===== src/rtl/core/cfd_pkg.sv =====
`timescale 1ns / 1ps

package cfd_pkg;

    localparam int unsigned TRAILER_MAX = 3;
    localparam int unsigned MIN_FRAME   = 7;
    localparam int unsigned POS_W       = 17;
    localparam int unsigned SIZE_W      = POS_W + 1;
    localparam logic [POS_W-1:0] POS_MAX = {POS_W{1'b1}};

    localparam int unsigned QUEUE_DEPTH = 2;
    localparam int unsigned QPTR_W      = (QUEUE_DEPTH > 1) ? $clog2(QUEUE_DEPTH) : 1;
    localparam int unsigned QCNT_W      = $clog2(QUEUE_DEPTH + 1);

    localparam int unsigned CFG_DATA_W  = 16;
    localparam int unsigned CFG_INDEX_W = 2;

    localparam logic [CFG_INDEX_W-1:0] REG_HEADER_FIRST  = 2'd0;
    localparam logic [CFG_INDEX_W-1:0] REG_HEADER_SECOND = 2'd1;
    localparam logic [CFG_INDEX_W-1:0] REG_MAX_PAYLOAD   = 2'd2;

    localparam logic [7:0]  HEADER_FIRST_RESET  = 8'd90;
    localparam logic [7:0]  HEADER_SECOND_RESET = 8'd51;
    localparam logic [15:0] MAX_PAYLOAD_RESET   = 16'd4096;

    typedef enum logic [2:0] {
        ST_OK           = 3'd0,
        ST_SHORT        = 3'd1,
        ST_HEADER       = 3'd2,
        ST_TOO_LONG     = 3'd3,
        ST_TRUNCATED    = 3'd4,
        ST_TRAILER_LONG = 3'd5,
        ST_TRAILER_NZ   = 3'd6,
        ST_CHECKSUM     = 3'd7
    } status_t;

    typedef enum logic [3:0] {
        CLS_HDR0,
        CLS_HDR1,
        CLS_CMD,
        CLS_LEN_HI,
        CLS_LEN_LO,
        CLS_PAYLOAD,
        CLS_CK_HI,
        CLS_CK_LO,
        CLS_TRAILER
    } byte_class_t;

    typedef struct packed {
        logic [7:0] rx_byte;
        logic       last_byte;
    } in_item_t;

    typedef struct packed {
        logic [7:0]  payload_byte;
        logic        payload_valid;
        logic [7:0]  command_code;
        logic [15:0] payload_length;
        logic        frame_done;
        logic [2:0]  status;
    } out_item_t;

    typedef struct packed {
        logic short_frame;
        logic too_long;
        logic truncated;
        logic trailer_long;
    } size_flags_t;

    typedef struct packed {
        logic [7:0]  rx_byte;
        logic        last_byte;
        byte_class_t cls;
        logic        header_mismatch;
        size_flags_t flags;
        logic [15:0] length;
    } queue_entry_t;

endpackage


===== src/rtl/core/cfd_front.sv =====
`timescale 1ns / 1ps

module cfd_front
    import cfd_pkg::*;
(
    input  logic                   aclk,
    input  logic                   aresetn,
    input  logic                   s_valid,
    output logic                   s_ready,
    input  in_item_t               s_data,
    input  logic                   cfg_we,
    input  logic [CFG_INDEX_W-1:0] cfg_index,
    input  logic [CFG_DATA_W-1:0]  cfg_data,
    output logic                   push_valid,
    input  logic                   push_ready,
    output queue_entry_t           push_entry
);

    logic [7:0]       header_first_reg;
    logic [7:0]       header_second_reg;
    logic [15:0]      max_payload_reg;
    logic [POS_W-1:0] pos_reg, pos_next;
    logic [15:0]      len_reg, len_next;

    logic [SIZE_W-1:0] pos_ext;
    logic [SIZE_W-1:0] ck_pos;
    logic [SIZE_W-1:0] size;
    logic [SIZE_W-1:0] need;
    logic [SIZE_W-1:0] excess;
    byte_class_t       cls;
    logic              accept;

    assign s_ready = push_ready;
    assign accept  = s_valid && push_ready;

    assign pos_ext = {1'b0, pos_reg};
    assign ck_pos  = SIZE_W'(len_reg) + SIZE_W'(5);

    always_comb begin
        len_next = len_reg;
        if (pos_reg == POS_W'(0)) begin
            cls = CLS_HDR0;
        end else if (pos_reg == POS_W'(1)) begin
            cls = CLS_HDR1;
        end else if (pos_reg == POS_W'(2)) begin
            cls = CLS_CMD;
        end else if (pos_reg == POS_W'(3)) begin
            cls      = CLS_LEN_HI;
            len_next = {s_data.rx_byte, 8'h00};
        end else if (pos_reg == POS_W'(4)) begin
            cls      = CLS_LEN_LO;
            len_next = {len_reg[15:8], s_data.rx_byte};
        end else if (pos_ext < ck_pos) begin
            cls = CLS_PAYLOAD;
        end else if (pos_ext == ck_pos) begin
            cls = CLS_CK_HI;
        end else if (pos_ext == ck_pos + SIZE_W'(1)) begin
            cls = CLS_CK_LO;
        end else begin
            cls = CLS_TRAILER;
        end
    end

    assign size   = pos_ext + SIZE_W'(1);
    assign need   = SIZE_W'(len_next) + SIZE_W'(MIN_FRAME);
    assign excess = size - need;

    always_comb begin
        push_entry.rx_byte            = s_data.rx_byte;
        push_entry.last_byte          = s_data.last_byte;
        push_entry.cls                = cls;
        push_entry.length             = len_next;
        push_entry.header_mismatch    =
            ((cls == CLS_HDR0) && (s_data.rx_byte != header_first_reg)) ||
            ((cls == CLS_HDR1) && (s_data.rx_byte != header_second_reg));
        push_entry.flags.short_frame  = size < SIZE_W'(MIN_FRAME);
        push_entry.flags.too_long     = len_next > max_payload_reg;
        push_entry.flags.truncated    = size < need;
        push_entry.flags.trailer_long = excess > SIZE_W'(TRAILER_MAX);
    end

    assign push_valid = s_valid;

    always_comb begin
        if (s_data.last_byte) begin
            pos_next = '0;
        end else if (pos_reg != POS_MAX) begin
            pos_next = pos_reg + POS_W'(1);
        end else begin
            pos_next = pos_reg;
        end
    end

    always_ff @(posedge aclk) begin
        if (!aresetn) begin
            header_first_reg  <= HEADER_FIRST_RESET;
            header_second_reg <= HEADER_SECOND_RESET;
            max_payload_reg   <= MAX_PAYLOAD_RESET;
            pos_reg           <= '0;
            len_reg           <= '0;
        end else begin
            if (cfg_we) begin
                unique case (cfg_index)
                    REG_HEADER_FIRST:  header_first_reg  <= cfg_data[7:0];
                    REG_HEADER_SECOND: header_second_reg <= cfg_data[7:0];
                    REG_MAX_PAYLOAD:   max_payload_reg   <= cfg_data[15:0];
                    default: begin
                    end
                endcase
            end
            if (accept) begin
                pos_reg <= pos_next;
                len_reg <= s_data.last_byte ? 16'h0000 : len_next;
            end
        end
    end

endmodule


===== src/rtl/core/cfd_queue.sv =====
`timescale 1ns / 1ps

module cfd_queue
    import cfd_pkg::*;
(
    input  logic         aclk,
    input  logic         aresetn,
    input  logic         push_valid,
    output logic         push_ready,
    input  queue_entry_t push_entry,
    output logic         pop_valid,
    input  logic         pop_ready,
    output queue_entry_t pop_entry
);

    queue_entry_t      store_reg [QUEUE_DEPTH];
    logic [QPTR_W-1:0] wr_ptr_reg;
    logic [QPTR_W-1:0] rd_ptr_reg;
    logic [QCNT_W-1:0] count_reg;
    logic              do_push;
    logic              do_pop;

    assign push_ready = count_reg != QCNT_W'(QUEUE_DEPTH);
    assign pop_valid  = count_reg != '0;
    assign pop_entry  = store_reg[rd_ptr_reg];
    assign do_push    = push_valid && push_ready;
    assign do_pop     = pop_valid && pop_ready;

    function automatic logic [QPTR_W-1:0] ptr_inc(input logic [QPTR_W-1:0] ptr);
        if (ptr == QPTR_W'(QUEUE_DEPTH - 1)) begin
            return '0;
        end
        return ptr + QPTR_W'(1);
    endfunction

    always_ff @(posedge aclk) begin
        if (do_push) begin
            store_reg[wr_ptr_reg] <= push_entry;
        end
    end

    always_ff @(posedge aclk) begin
        if (!aresetn) begin
            wr_ptr_reg <= '0;
            rd_ptr_reg <= '0;
            count_reg  <= '0;
        end else begin
            if (do_push) begin
                wr_ptr_reg <= ptr_inc(wr_ptr_reg);
            end
            if (do_pop) begin
                rd_ptr_reg <= ptr_inc(rd_ptr_reg);
            end
            if (do_push && !do_pop) begin
                count_reg <= count_reg + QCNT_W'(1);
            end else if (do_pop && !do_push) begin
                count_reg <= count_reg - QCNT_W'(1);
            end
        end
    end

endmodule


===== src/rtl/core/cfd_back.sv =====
`timescale 1ns / 1ps

module cfd_back
    import cfd_pkg::*;
(
    input  logic         aclk,
    input  logic         aresetn,
    input  logic         pop_valid,
    output logic         pop_ready,
    input  queue_entry_t pop_entry,
    output logic         m_valid,
    input  logic         m_ready,
    output out_item_t    m_data
);

    logic        header_error_reg, header_error_next;
    logic [7:0]  command_reg, command_next;
    logic [15:0] sum_reg, sum_next;
    logic [15:0] checksum_reg, checksum_next;
    logic        trailer_nz_reg, trailer_nz_next;
    logic        m_valid_reg;
    out_item_t   m_data_reg, m_data_next;
    status_t     status;
    logic        is_payload;
    logic        take;

    assign pop_ready = !m_valid_reg || m_ready;
    assign take      = pop_valid && pop_ready;
    assign m_valid   = m_valid_reg;
    assign m_data    = m_data_reg;

    always_comb begin
        header_error_next = header_error_reg;
        command_next      = command_reg;
        sum_next          = sum_reg;
        checksum_next     = checksum_reg;
        trailer_nz_next   = trailer_nz_reg;
        is_payload        = 1'b0;
        unique case (pop_entry.cls)
            CLS_HDR0: header_error_next = pop_entry.header_mismatch;
            CLS_HDR1: header_error_next = header_error_reg | pop_entry.header_mismatch;
            CLS_CMD: begin
                command_next = pop_entry.rx_byte;
                sum_next     = {8'h00, pop_entry.rx_byte};
            end
            CLS_LEN_HI, CLS_LEN_LO: sum_next = sum_reg + 16'(pop_entry.rx_byte);
            CLS_PAYLOAD: begin
                is_payload = 1'b1;
                sum_next   = sum_reg + 16'(pop_entry.rx_byte);
            end
            CLS_CK_HI: checksum_next = {pop_entry.rx_byte, 8'h00};
            CLS_CK_LO: checksum_next = {checksum_reg[15:8], pop_entry.rx_byte};
            CLS_TRAILER: trailer_nz_next = trailer_nz_reg | (pop_entry.rx_byte != 8'h00);
            default: begin
            end
        endcase
    end

    always_comb begin
        if (!pop_entry.last_byte) begin
            status = ST_OK;
        end else if (pop_entry.flags.short_frame) begin
            status = ST_SHORT;
        end else if (header_error_next) begin
            status = ST_HEADER;
        end else if (pop_entry.flags.too_long) begin
            status = ST_TOO_LONG;
        end else if (pop_entry.flags.truncated) begin
            status = ST_TRUNCATED;
        end else if (pop_entry.flags.trailer_long) begin
            status = ST_TRAILER_LONG;
        end else if (trailer_nz_next) begin
            status = ST_TRAILER_NZ;
        end else if (sum_next != checksum_next) begin
            status = ST_CHECKSUM;
        end else begin
            status = ST_OK;
        end
    end

    always_comb begin
        m_data_next.payload_byte   = is_payload ? pop_entry.rx_byte : 8'h00;
        m_data_next.payload_valid  = is_payload;
        m_data_next.command_code   = command_next;
        m_data_next.payload_length = pop_entry.length;
        m_data_next.frame_done     = pop_entry.last_byte;
        m_data_next.status         = status;
    end

    always_ff @(posedge aclk) begin
        if (take) begin
            m_data_reg <= m_data_next;
        end
    end

    always_ff @(posedge aclk) begin
        if (!aresetn) begin
            m_valid_reg      <= 1'b0;
            header_error_reg <= 1'b0;
            command_reg      <= '0;
            sum_reg          <= '0;
            checksum_reg     <= '0;
            trailer_nz_reg   <= 1'b0;
        end else begin
            if (take) begin
                m_valid_reg <= 1'b1;
            end else if (m_ready) begin
                m_valid_reg <= 1'b0;
            end
            if (take) begin
                if (pop_entry.last_byte) begin
                    header_error_reg <= 1'b0;
                    command_reg      <= '0;
                    sum_reg          <= '0;
                    checksum_reg     <= '0;
                    trailer_nz_reg   <= 1'b0;
                end else begin
                    header_error_reg <= header_error_next;
                    command_reg      <= command_next;
                    sum_reg          <= sum_next;
                    checksum_reg     <= checksum_next;
                    trailer_nz_reg   <= trailer_nz_next;
                end
            end
        end
    end

endmodule


===== src/rtl/core/command_frame_deframer.sv =====
`timescale 1ns / 1ps

// Checks received command frames one byte per request and returns one result
// per byte, sustaining one byte per clock cycle while m_ready is not held low; each
// result passes through the two-entry queue, which takes the classified byte at
// the accepting edge, and then through the output register of the checking
// back stage. Payload bytes are passed on tentatively, and the result for the
// byte flagged as last carries the frame status. Configuration writes take effect
// at once and must only be made while no frame is in progress.
module command_frame_deframer
    import cfd_pkg::*;
(
    input  logic                   aclk,
    input  logic                   aresetn,
    input  logic                   s_valid,
    output logic                   s_ready,
    input  in_item_t               s_data,
    output logic                   m_valid,
    input  logic                   m_ready,
    output out_item_t              m_data,
    input  logic                   cfg_we,
    input  logic [CFG_INDEX_W-1:0] cfg_index,
    input  logic [CFG_DATA_W-1:0]  cfg_data
);

    logic         push_valid;
    logic         push_ready;
    queue_entry_t push_entry;
    logic         pop_valid;
    logic         pop_ready;
    queue_entry_t pop_entry;

    cfd_front u_front (
        .aclk       (aclk),
        .aresetn    (aresetn),
        .s_valid    (s_valid),
        .s_ready    (s_ready),
        .s_data     (s_data),
        .cfg_we     (cfg_we),
        .cfg_index  (cfg_index),
        .cfg_data   (cfg_data),
        .push_valid (push_valid),
        .push_ready (push_ready),
        .push_entry (push_entry)
    );

    cfd_queue u_queue (
        .aclk       (aclk),
        .aresetn    (aresetn),
        .push_valid (push_valid),
        .push_ready (push_ready),
        .push_entry (push_entry),
        .pop_valid  (pop_valid),
        .pop_ready  (pop_ready),
        .pop_entry  (pop_entry)
    );

    cfd_back u_back (
        .aclk      (aclk),
        .aresetn   (aresetn),
        .pop_valid (pop_valid),
        .pop_ready (pop_ready),
        .pop_entry (pop_entry),
        .m_valid   (m_valid),
        .m_ready   (m_ready),
        .m_data    (m_data)
    );

endmodule


===== config.mk =====
export PLATFORM = sky130hd
export DESIGN_NAME = command_frame_deframer
export DESIGN_NICKNAME = d
export VERILOG_FILES = /design/src/rtl/core/cfd_pkg.sv /design/src/rtl/core/cfd_front.sv /design/src/rtl/core/cfd_queue.sv /design/src/rtl/core/cfd_back.sv /design/src/rtl/core/command_frame_deframer.sv
export SDC_FILE = /design/constraint.sdc
export NUM_CORES = 1
export LEC_CHECK = 0
export ABC_AREA = 1
export BUFFER_PORTS_ARGS = -buffer_cell sky130_fd_sc_hd__buf_2
export CAP_MARGIN = 20
export CORE_AREA = 4 4 154 156
export CTS_CLUSTER_SIZE = 12
export DETAILED_ROUTE_END_ITERATION = 6
export DIE_AREA = 0 0 158 160
export PLACE_DENSITY_LB_ADDON = 0.12
export SKIP_LAST_GASP = 1
export SLEW_MARGIN = 10
export SYNTH_ARGS = -nofsm -noshare
export SYNTH_HDL_FRONTEND = slang
export SYNTH_HIERARCHICAL = 1
export SYNTH_SLANG_ARGS = --single-unit

===== constraint.sdc =====
create_clock -name aclk -period 5.2 [get_ports aclk]
set_input_delay 0.26 -clock aclk [delete_from_list [all_inputs] [get_ports aclk]]
set_output_delay 0.26 -clock aclk [all_outputs]
set_load 0.01 [all_outputs]

### Yosys cells after proc, flatten, opt, wreduce, memory -nomap -nowiden

Memories as Yosys holds them, arrays and structs flattened. A register that Yosys moved wholly into a read port is not among the register bits.
Cells that the tools add are included.

* add/subtract/negate cells: 11
* multipliers: 0
* div/mod/pow operators: 0
* $lt $le $gt $ge: 5
* eq/ne operators: 22
* shift operators: 0
* mux-type cells: 52
* bitwise gates (word level): 3
* reductions and logical operators: 27

Operators with widths (number)
* $mux W16: 7
* $pmux W16 S2: 2
* $eq A17 B18 Y1: 2
* $add A16 B3 Y17 const B: 2
* $eq A17 B2 Y1 const B: 2
* $mux W17: 2
* $mux W4: 8
* $mux W8: 3
* $mux W1: 21
* $add A17 B1 Y18 const B: 1
* $add A18 B1 Y18 const B: 1
* $gt A18 B2 Y1 const B: 1
* $lt A17 B18 Y1: 1
* $lt A18 B18 Y1: 1
* $lt A18 B3 Y1 const B: 1
* $sub A18 B18 Y18: 1
* $add A17 B1 Y17 const B: 1
* $eq A17 B1 Y1 const B: 1
* $eq A17 B3 Y1 const B: 1
* $logic_not A17 Y1: 1
* $ne A17 B17 Y1 const B: 1
* $add A16 B8 Y16: 1
* $eq A4 B3 Y1 const B: 4
* $gt A16 B16 Y1: 1
* 27 further kinds: 53

* flip-flop bits (word level): 149
* bits in latches: 0
* memory bits (writable): 68
* ROM bits: 0
* input bits: 32
* output and inout bits: 39
* memories kept: 1

Memory list
* u_queue.store_reg: words 2, width 34, rd ports 1, clocked after Yosys merged registers in 1, wr ports 1, line cfd_queue.sv:16 `queue_entry_t store_reg [QUEUE_DEPTH];`

### Depth between registers and ports, before layout

Gate-level depths: netlist of the first run.

* depth in word-level cells: 14
* depth in mapped cells: 33
* mapped depth without buffers: 33

### Cells and area by module

Netlist of the first run, hierarchy kept.

Modules (own cells, without submodules)
* cfd_front: times used 1, cells an instance 1079, area each 6617.6 µm²
* cfd_back: times used 1, cells an instance 610, area each 4371.7 µm²
* cfd_queue: times used 1, cells an instance 143, area each 2849.0 µm²

### Least setup slack after synthesis of the first run

No wires, ideal clock.

* kind: flip-flop to flip-flop
* start: register u_front.pos_reg[0]
* end: memory u_queue/store_reg[0][16] (netlist name), data pin
* arrival time: 4266 ps
* setup slack: 791 ps
* cell stages (with the launch flop): 31
* path buffers: 0
* cells stage by stage: dfxtp_1 -> inv_1 -> ha_1 -> inv_1 -> nor2_1 -> inv_1 -> nor2_1 -> nand3_1 -> inv_2 -> o21ai_2 -> nand2_1 -> o21ai_0 -> inv_1 -> ha_1 -> nand2_1 -> nand2_1 -> or2_4 -> xor2_1 -> ha_1 -> nand2_1 -> nor3_1 -> nand3_1 -> nand4_1 -> nand3_1 -> o21bai_1 -> nand3_1 -> nand2_1 -> a21o_1 -> a21oi_1 -> or2_2 -> nand4_1

RTL lines
* from (decl): line cfd_front.sv:22 `logic [POS_W-1:0] pos_reg, pos_next;`
* from (signal assigned): line cfd_front.sv:112 `pos_reg <= pos_next;`
* to (decl): line cfd_queue.sv:16

==> results of run 1 <==
-- critical path: cells and delay by family, from the launching register on --
| family | cells | cell delay (ns) |
|---|---|---|
| fa+ha+maj | 2 | 0.61 |
| flops | 1 | 0.34 |
| simple gates | 16 | 1.98 |
| xor+xnor | 2 | 0.16 |
| compound gates | 6 | 1.05 |
| buf+inv | 3 | 0.30 |
-- kinds of logic after synthesis --
logic type | count (synthesis) | share of synthesized area, %
AOI/OAI and AO/OA | 241 | 9.73
xor gates and xnor gates | 56 | 3.54
adders and majority gates | 68 | 6.26
buffers and inverters | 289 | 8.79
DFF | 218 | 39.1
muxes | 34 | 3.58
and+or+nand+nor | 926 | 29.0
-- synthesized netlist by cell type (26+ instances only) --
cell type / number / area [µm²]
clkbuf_1: 26 / 97.6
nand4_1: 40 / 250
nand3_1: 138 / 691
dfxtp_1: 113 / 2260
o21ai_0: 65 / 325
edfxtp_1: 105 / 3150
nand2_1: 531 / 1990
a21oi_1: 129 / 646
ha_1: 66 / 826
mux2_4: 30 / 450
xor2_1: 36 / 315
nor2_1: 132 / 495
inv_1: 218 / 818
-- layout make-up --
cell class	instances	share of cell area, %
Multi-Input combinational cell	1325	47.7
Inverter	238	5.90
Sequential cell	218	35.7
Clock buffer	32	4.16
Tap cell	285	2.35
Timing Repair Buffer	96	3.74
Clock inverter	12	0.462
-- layer usage --
metal  share of wire [%]  GRT usage, %  vias up
li1                    -             -     6167
met3                 6.2          3.98      103
met2                  46          47.1      406
met5                   0             0        -
met4                 4.8          12.1        0
met1                  43          37.5     5664
-- stage by stage --
| step | power, µW | hold WS [ns] | std cells | setup WS, ns |
|---|---|---|---|---|
| finish | 5490 | 0.0271 | 2206 | 0.484 |
| global placement | 3960 | 0.443 | 2152 | 0.489 |
| CTS | 5530 | 0.00985 | 2205 | 0.240 |
| detailed placement | 3980 | 0.444 | 2152 | 0.277 |
| global route | 5830 | 0.0331 | 2206 | 0.00792 |
| floorplan | 3510 | 0.381 | 1832 | 0.791 |
-- worst paths after layout --
path / endpoint / depth (start not counted)
worst max-delay path: u_queue/store_reg[1][16] / 29
worst max register to register: u_queue/store_reg[1][16] / 29
worst min register to register: u_front/max_payload_reg[0] / 2
worst min-delay path: u_front/max_payload_reg[13] / 3
-- power breakdown --
part           internal (µW)  total (µW)  switching [µW]
Clock                    853        1530             679
Combinational            579        1700            1120
Sequential              2150        2260             113
Total                   3580        5490            1910
-- timing repair --
| action | in CTS | in global routing |
|---|---|---|
| buffers inserted | 0 | 0 |
| setup endpoints to repair | 0 | 2 |
| hold endpoints to repair | 13 | 0 |
| hold buffers | 9 | 0 |
| gates resized for setup | 0 | 8 |
==> qor.yml, run 1 <==
status: "finished clean"
buffer_ports.inserted: 70
ios: 71
hp-class: "input pin to register"
cp_slowest_stage_delay_ns: 0.34
synth-warning-count: 6
place_area_mm2: 0.0144
clock_tree.root_cell: "clkbuf_16"
max_freq_ghz: 0.212
max_slew_headroom_at_the_worst_pin_pct: 37.8
post_synth_num_cell_types: 59
die_footprint_mm2: 0.0253
synth.avg_cell_area_um2: 7.55
initial_antenna_violation_count: 0
maximum_number_of_pins_on_one_net_before_global_route_repair: 46
average_wire_per_cell_in_the_routed_design_um: 16.5
vias: 12300
utilization_pct: 67.8
drv_slew: 0
wl_mm: 36.4
number_of_remaining_drc_errors: 0
gr_usage_total_pct: 28.5
report.final.hold_viol_count: 0
finish.instance_area_mm2: 0.0152
total_number_of_placement_rows: 55
layout_commonest_cell: "nand2_1"
r2r_slack_ns: 0.48
worst_ep_arrival_time_ns: 4.97
overflow: 0
cp_common_cell: "nand2_1"
nNetsFinal: 2003
edff_count_synth: 105
area_delta_synth_final_pct: 9.65
synth_sequential_area_ratio_pct: 39.1
fp.coreArea_mm2: 0.0224
cts.sink_count: 218
synthArstFlopShare_pct: 0
floorplan.die.height_um: 160
drt_first_pass_iters: 7
worst_ep_required_time_ns: 5.46
worst_vdd_rail_ir_drop_mv: 0.338
detail_route.iter0.violations: 933
finalWorstPathRequiredPeriod_ns: 4.72
path_clk_slew_ns: 0.06
postSynth.topFlopCell: "dfxtp_1"
worstReg2RegStart: "u_front/pos_reg[14]"
grt_pass1_wl_mm: 58.3
largest_reg_flops: 68
worst-slew-pin-transition_ns: 0.926
n_fill_cell: 1910
slowest_stage: "dfxtp_1"
drt-vias-per-instance: 5.59
clock_insertion_delay_worst_skew_ns: 0.53
post_synthesis_sequential_element_count: 218
timing.final.setup_violations: 0
fin_crit_sh_pct: 90.7
multi_input_area_mm2: 0.00723
ff_latch_area_mm2: 0.00542
place_congestion: 0.935
post_syn_instances: 1832
number_of_max_cap_violations: 0
p_per_area_mw_per_mm2: 362
worstSetupEndpointType: "register"
cp-startpoint: "u_front/pos_reg[14]"
insertedDiodeCount: 0
commonest_cells_after_routing_fill_and_taps_aside: "531 x nand2_1, 218 x inv_1, 137 x nand3_1"
mappedNetlistNets: 1932
mappedNetlistArea_mm2: 0.0138
worst_hold_start: "cfg_data[13]"
fin_tns_setup_ns: 0
cts_tree: "built"
starting_density_pct: 61.9
path_class: "register to register"
rsz0062_at_grt: "false"
number_of_buffers_created_by_cts: 24
cts_max_path_buffers: 3
final_antenna_net_count: 0
critPathMaxFanout: 8
first_global_vias: 11400
cts-htree-levels: 1
hpwlAfterDp_mm: 27.3
drive_above_1_share_pct: 12.2
critPathLaunchType: "register"
die_width_um: 158
clock-skew-final_ns: 0.00977
total_leakage_power_uw: 0.00678
(Power assumes the default switching activity.)
==> run 2: changes to the inputs <==
Settings changed: ABC_AREA 1 to 0, CORE_AREA 4 4 154 156 to 2 2 152 154, DIE_AREA 0 0 158 160 to 0 0 154 156.
==> qor.yml, run 2 <==
cts-htree-levels: 1  # unchanged
fp.coreArea_mm2: 0.0224  # unchanged
worst_vdd_rail_ir_drop_mv: 0.276  # -18%
synth-warning-count: 6  # unchanged
synth.avg_cell_area_um2: 9.41  # +25%
number_of_buffers_created_by_cts: 24  # unchanged
drive_above_1_share_pct: 15.5  # +3.3 points
commonest_cells_in_the_synthesized_netlist: "145 x nand2_1, 113 x dfxtp_1, 105 x edfxtp_1"
worstSetupEndpointType: "register"
synthArstFlopShare_pct: 0  # unchanged
buffer_ports.inserted: 70  # unchanged
insertedDiodeCount: 0  # unchanged
min_delay_path_depth: 3  # unchanged
n_fill_cell: 1742  # -8.8%
synthDominantAreaCellType: "edfxtp_1"
grt_pass1_wl_mm: 57.2  # -1.8%
min_delay_worst_endpoint: "u_front/header_first_reg[3]"
number_of_remaining_drc_errors: 0  # unchanged
internal_power_uw: 3720  # +3.8%
power.clock.fraction_pct: 30.1  # +2.2 points
critPathLaunchType: "register"
cts_max_path_buffers: 3  # unchanged
average_wire_per_cell_in_the_routed_design_um: 19.8  # +20%
die_footprint_mm2: 0.0240  # -5.0%
place_congestion: 0.995  # +6.4%
hp-class: "input pin to register"
edff_count_synth: 105  # unchanged
max_slew_headroom_at_the_worst_pin_pct: 30.7  # -7.1 points
path_class: "register to register"
largest_reg_flops: 68  # unchanged
r2r_slack_ns: 0.32  # -0.16 ns
cts_tree: "built"
dp_slack_ns: 0.207  # -0.0699 ns
nNetsFinal: 1641  # -18%
drt-vias-per-instance: 6.18  # +11%
worst-slew-pin-transition_ns: 1.03  # +0.108 ns
most_repeated_cell_in_the_gate_level_netlist_after_synthesis: "nand2_1"
gr_usage_total_pct: 30.0  # +1.5 points
post_synth_num_cell_types: 110  # +86%
hpwlAfterDp_mm: 26.2  # -4.3%
starting_density_pct: 62.4  # +0.57 points
cts.sink_count: 218  # unchanged
fin_tns_setup_ns: 0  # unchanged
total_number_of_placement_rows: 55  # unchanged
overflow: 0  # unchanged
vias: 11400  # -7.6%
worst_ep_arrival_time_ns: 5.14  # +0.17 ns
clock-skew-final_ns: 0.0228  # +0.0130 ns
report.final.hold_viol_count: 0  # unchanged
wl_mm: 36.6  # +0.54%
ios: 71  # unchanged
rsz0062_at_grt: "false"
netlist_top_cells_area: "edfxtp_1 23%, dfxtp_1 16%, ha_1 5.9%, nand2_1 3.9%, xnor2_1 3.4%"
area_delta_synth_final_pct: 10.6
commonest_cells_after_routing_fill_and_taps_aside: "145 x nand2_1, 111 x dfxtp_1, 105 x edfxtp_1"
mappedNetlistArea_mm2: 0.0140  # +0.92%
final_antenna_net_count: 0  # unchanged
worst_ep_required_time_ns: 5.46  # about the same
reg2reg_to: "u_queue/store_reg[0][16]"
cp_slowest_stage_delay_ns: 0.49  # +0.15 ns
worstReg2RegStart: "u_front/pos_reg[12]"
post_cts.repair.setup_buffers: 0  # unchanged
path_clk_slew_ns: 0.06  # about the same
rr_worst_depth: 19  # -34%
fin_crit_sh_pct: 93.8  # +3.2 points
drt_first_pass_iters: 6  # -1
maximum_number_of_pins_on_one_net_before_global_route_repair: 107  # +130%
number_of_max_cap_violations: 0  # unchanged
clock_insertion_delay_worst_skew_ns: 0.54  # about the same
clock_tree.root_cell: "clkbuf_16"
critical_path.n_buffers_inverters: 2  # -1
setup_slack_ns: 0.320  # -0.164 ns
synth_sequential_area_ratio_pct: 38.8  # -0.36 points
post_synthesis_sequential_element_count: 218  # unchanged
drv_slew: 0  # unchanged
layout_commonest_cell: "nand2_1"
power.net_switching_uw: 1900  # -0.39%
post_syn_instances: 1484  # -19%
floorplan.die.height_um: 156  # -2.5%
initial_antenna_violation_count: 0  # unchanged
pwr-share-seq_pct: 38.7  # -2.5 points
netlist.area_leader.share_pct: 22.6  # -0.21 points
first_global_vias: 10700  # -6.3%
finish.instance_area_mm2: 0.0154  # +1.8%
die_width_um: 154  # -2.5%
timing.final.setup_violations: 0  # unchanged
worst_hold_start: "cfg_data[3]"
postSynth.topFlopCell: "dfxtp_1"
combPwrFrac_pct: 31.2  # +0.3 points
status: "finished clean"
max_freq_ghz: 0.205  # -3.4%
finalWorstPathRequiredPeriod_ns: 4.88  # +0.164 ns
crit_cells: 19  # -34%
mappedNetlistNets: 1584  # -18%
power_switching_share_pct: 33.9  # -0.92 points
crit_chain: "nor4_1 > nand4_1 > buf_4 > nor2_1 > buf_4 > nand3_1 > o21ai_0 > nand2_1 > nor2_1 > nand4_1 > xnor2_1 > ha_1 > nand2b_1 > nor2_1 > a211oi_1 > o221ai_1 > nor4_1 > nand4_1 > or4_1"
place_area_mm2: 0.0145  # +1.1%
detail_route.iter0.violations: 1002  # +7.4%
power_uw: 5620  # +2.3%
p_per_area_mw_per_mm2: 364  # +0.52%
slowest_stage: "or4_1"
critPathMaxFanout: 7  # -1
worst_path_dominant_cell_family: "simple AND/OR/NAND/NOR gates"
total_leakage_power_uw: 0.00587  # -13%
## run 2: changes by cell type after synthesis, moves of 37 or more
cell	previous run	this run
mux2i_1	0	38
mux2_2	4	41
nor2_1	132	71
a22oi_1	2	47
a21oi_1	129	58
nor2b_1	0	72
inv_1	218	61
nand2_1	531	145
nand3_1	138	37
## run 2: area by class of cell
class	instances	area (µm²)	area share [%]
multi-input combinational	1116	7890	51.1
clock buffer	35	672	4.35
sequential	218	5420	35.1
tap	285	357	2.31
timing repair buffer	120	758	4.91
inverter	61	229	1.48
clock inverter	9	121	0.786
## run 2: cells by family after synthesis
kind of cell | Yosys count | synth area share, %
AND/OR/NAND/NOR | 539 | 21.0
AO/OA/AOI/OAI | 333 | 16.8
flip-flops | 218 | 38.8
buffers and inverters | 150 | 4.87
XOR/XNOR | 95 | 6.21
multiplexers | 80 | 6.11
adder cells (fa/ha/maj) | 69 | 6.27
## run 2: repair_timing
item / in CTS / in global routing
setup endpoints to repair: 0 / 2
hold buffers: 13 / 0
resized for setup: 0 / 6
endpoints found under the hold margin: 15 / 0
## run 2: worst max-delay path by stage
| stage | slack [ns] | from | endpoint |
|---|---|---|---|
| 2_1_floorplan | 0.37 | u_front/pos_reg[3] | u_queue/store_reg[0][16] |
| 3_3_place_gp | 0.27 | u_front/pos_reg[0] | u_queue/store_reg[0][16] |
| 3_5_place_dp | 0.21 | u_front/pos_reg[0] | u_queue/store_reg[1][16] |
| 4_1_cts | 0.18 | u_front/pos_reg[0] | u_queue/store_reg[0][16] |
| 5_1_grt | 0.06 | u_front/pos_reg[0] | u_queue/store_reg[1][16] |
| 6_report | 0.32 | u_front/pos_reg[12] | u_queue/store_reg[0][16] |
## run 2: power by group through the flow
stage	logic (µW)	clock network, µW	registers, µW
global placement	1700	0	2200
finish	1760	1690	2170
CTS	1740	1710	2180
floorplan	1180	0	2270
global route	1890	1780	2200
detailed placement	1730	0	2210
## run 2: per-stage QoR
step / std cells / hold WS, ns / util, %
finish: 1844 / 0.00797 / 69.1
global route: 1844 / 0.0111 / 69.1
CTS: 1844 / 0.00257 / 69.0
detailed placement: 1787 / 0.463 / 64.9
global placement: 1787 / 0.455 / 64.9
floorplan: 1484 / 0.382 / -
## run 2: tightest hold or removal path, stage by stage
cell and delay [ns]:
buf_2 0.11, mux2i_1 0.08, nand2_1 0.06
## run 2: per-layer routing
metal  wire, µm  up-vias  GRT usage (%)
li1           -     5489              -
met1      15100     5386           38.7
met2      17400      438           51.0
met3       2620       92           4.36
met4       1440        0           12.2
met5          0        -              0
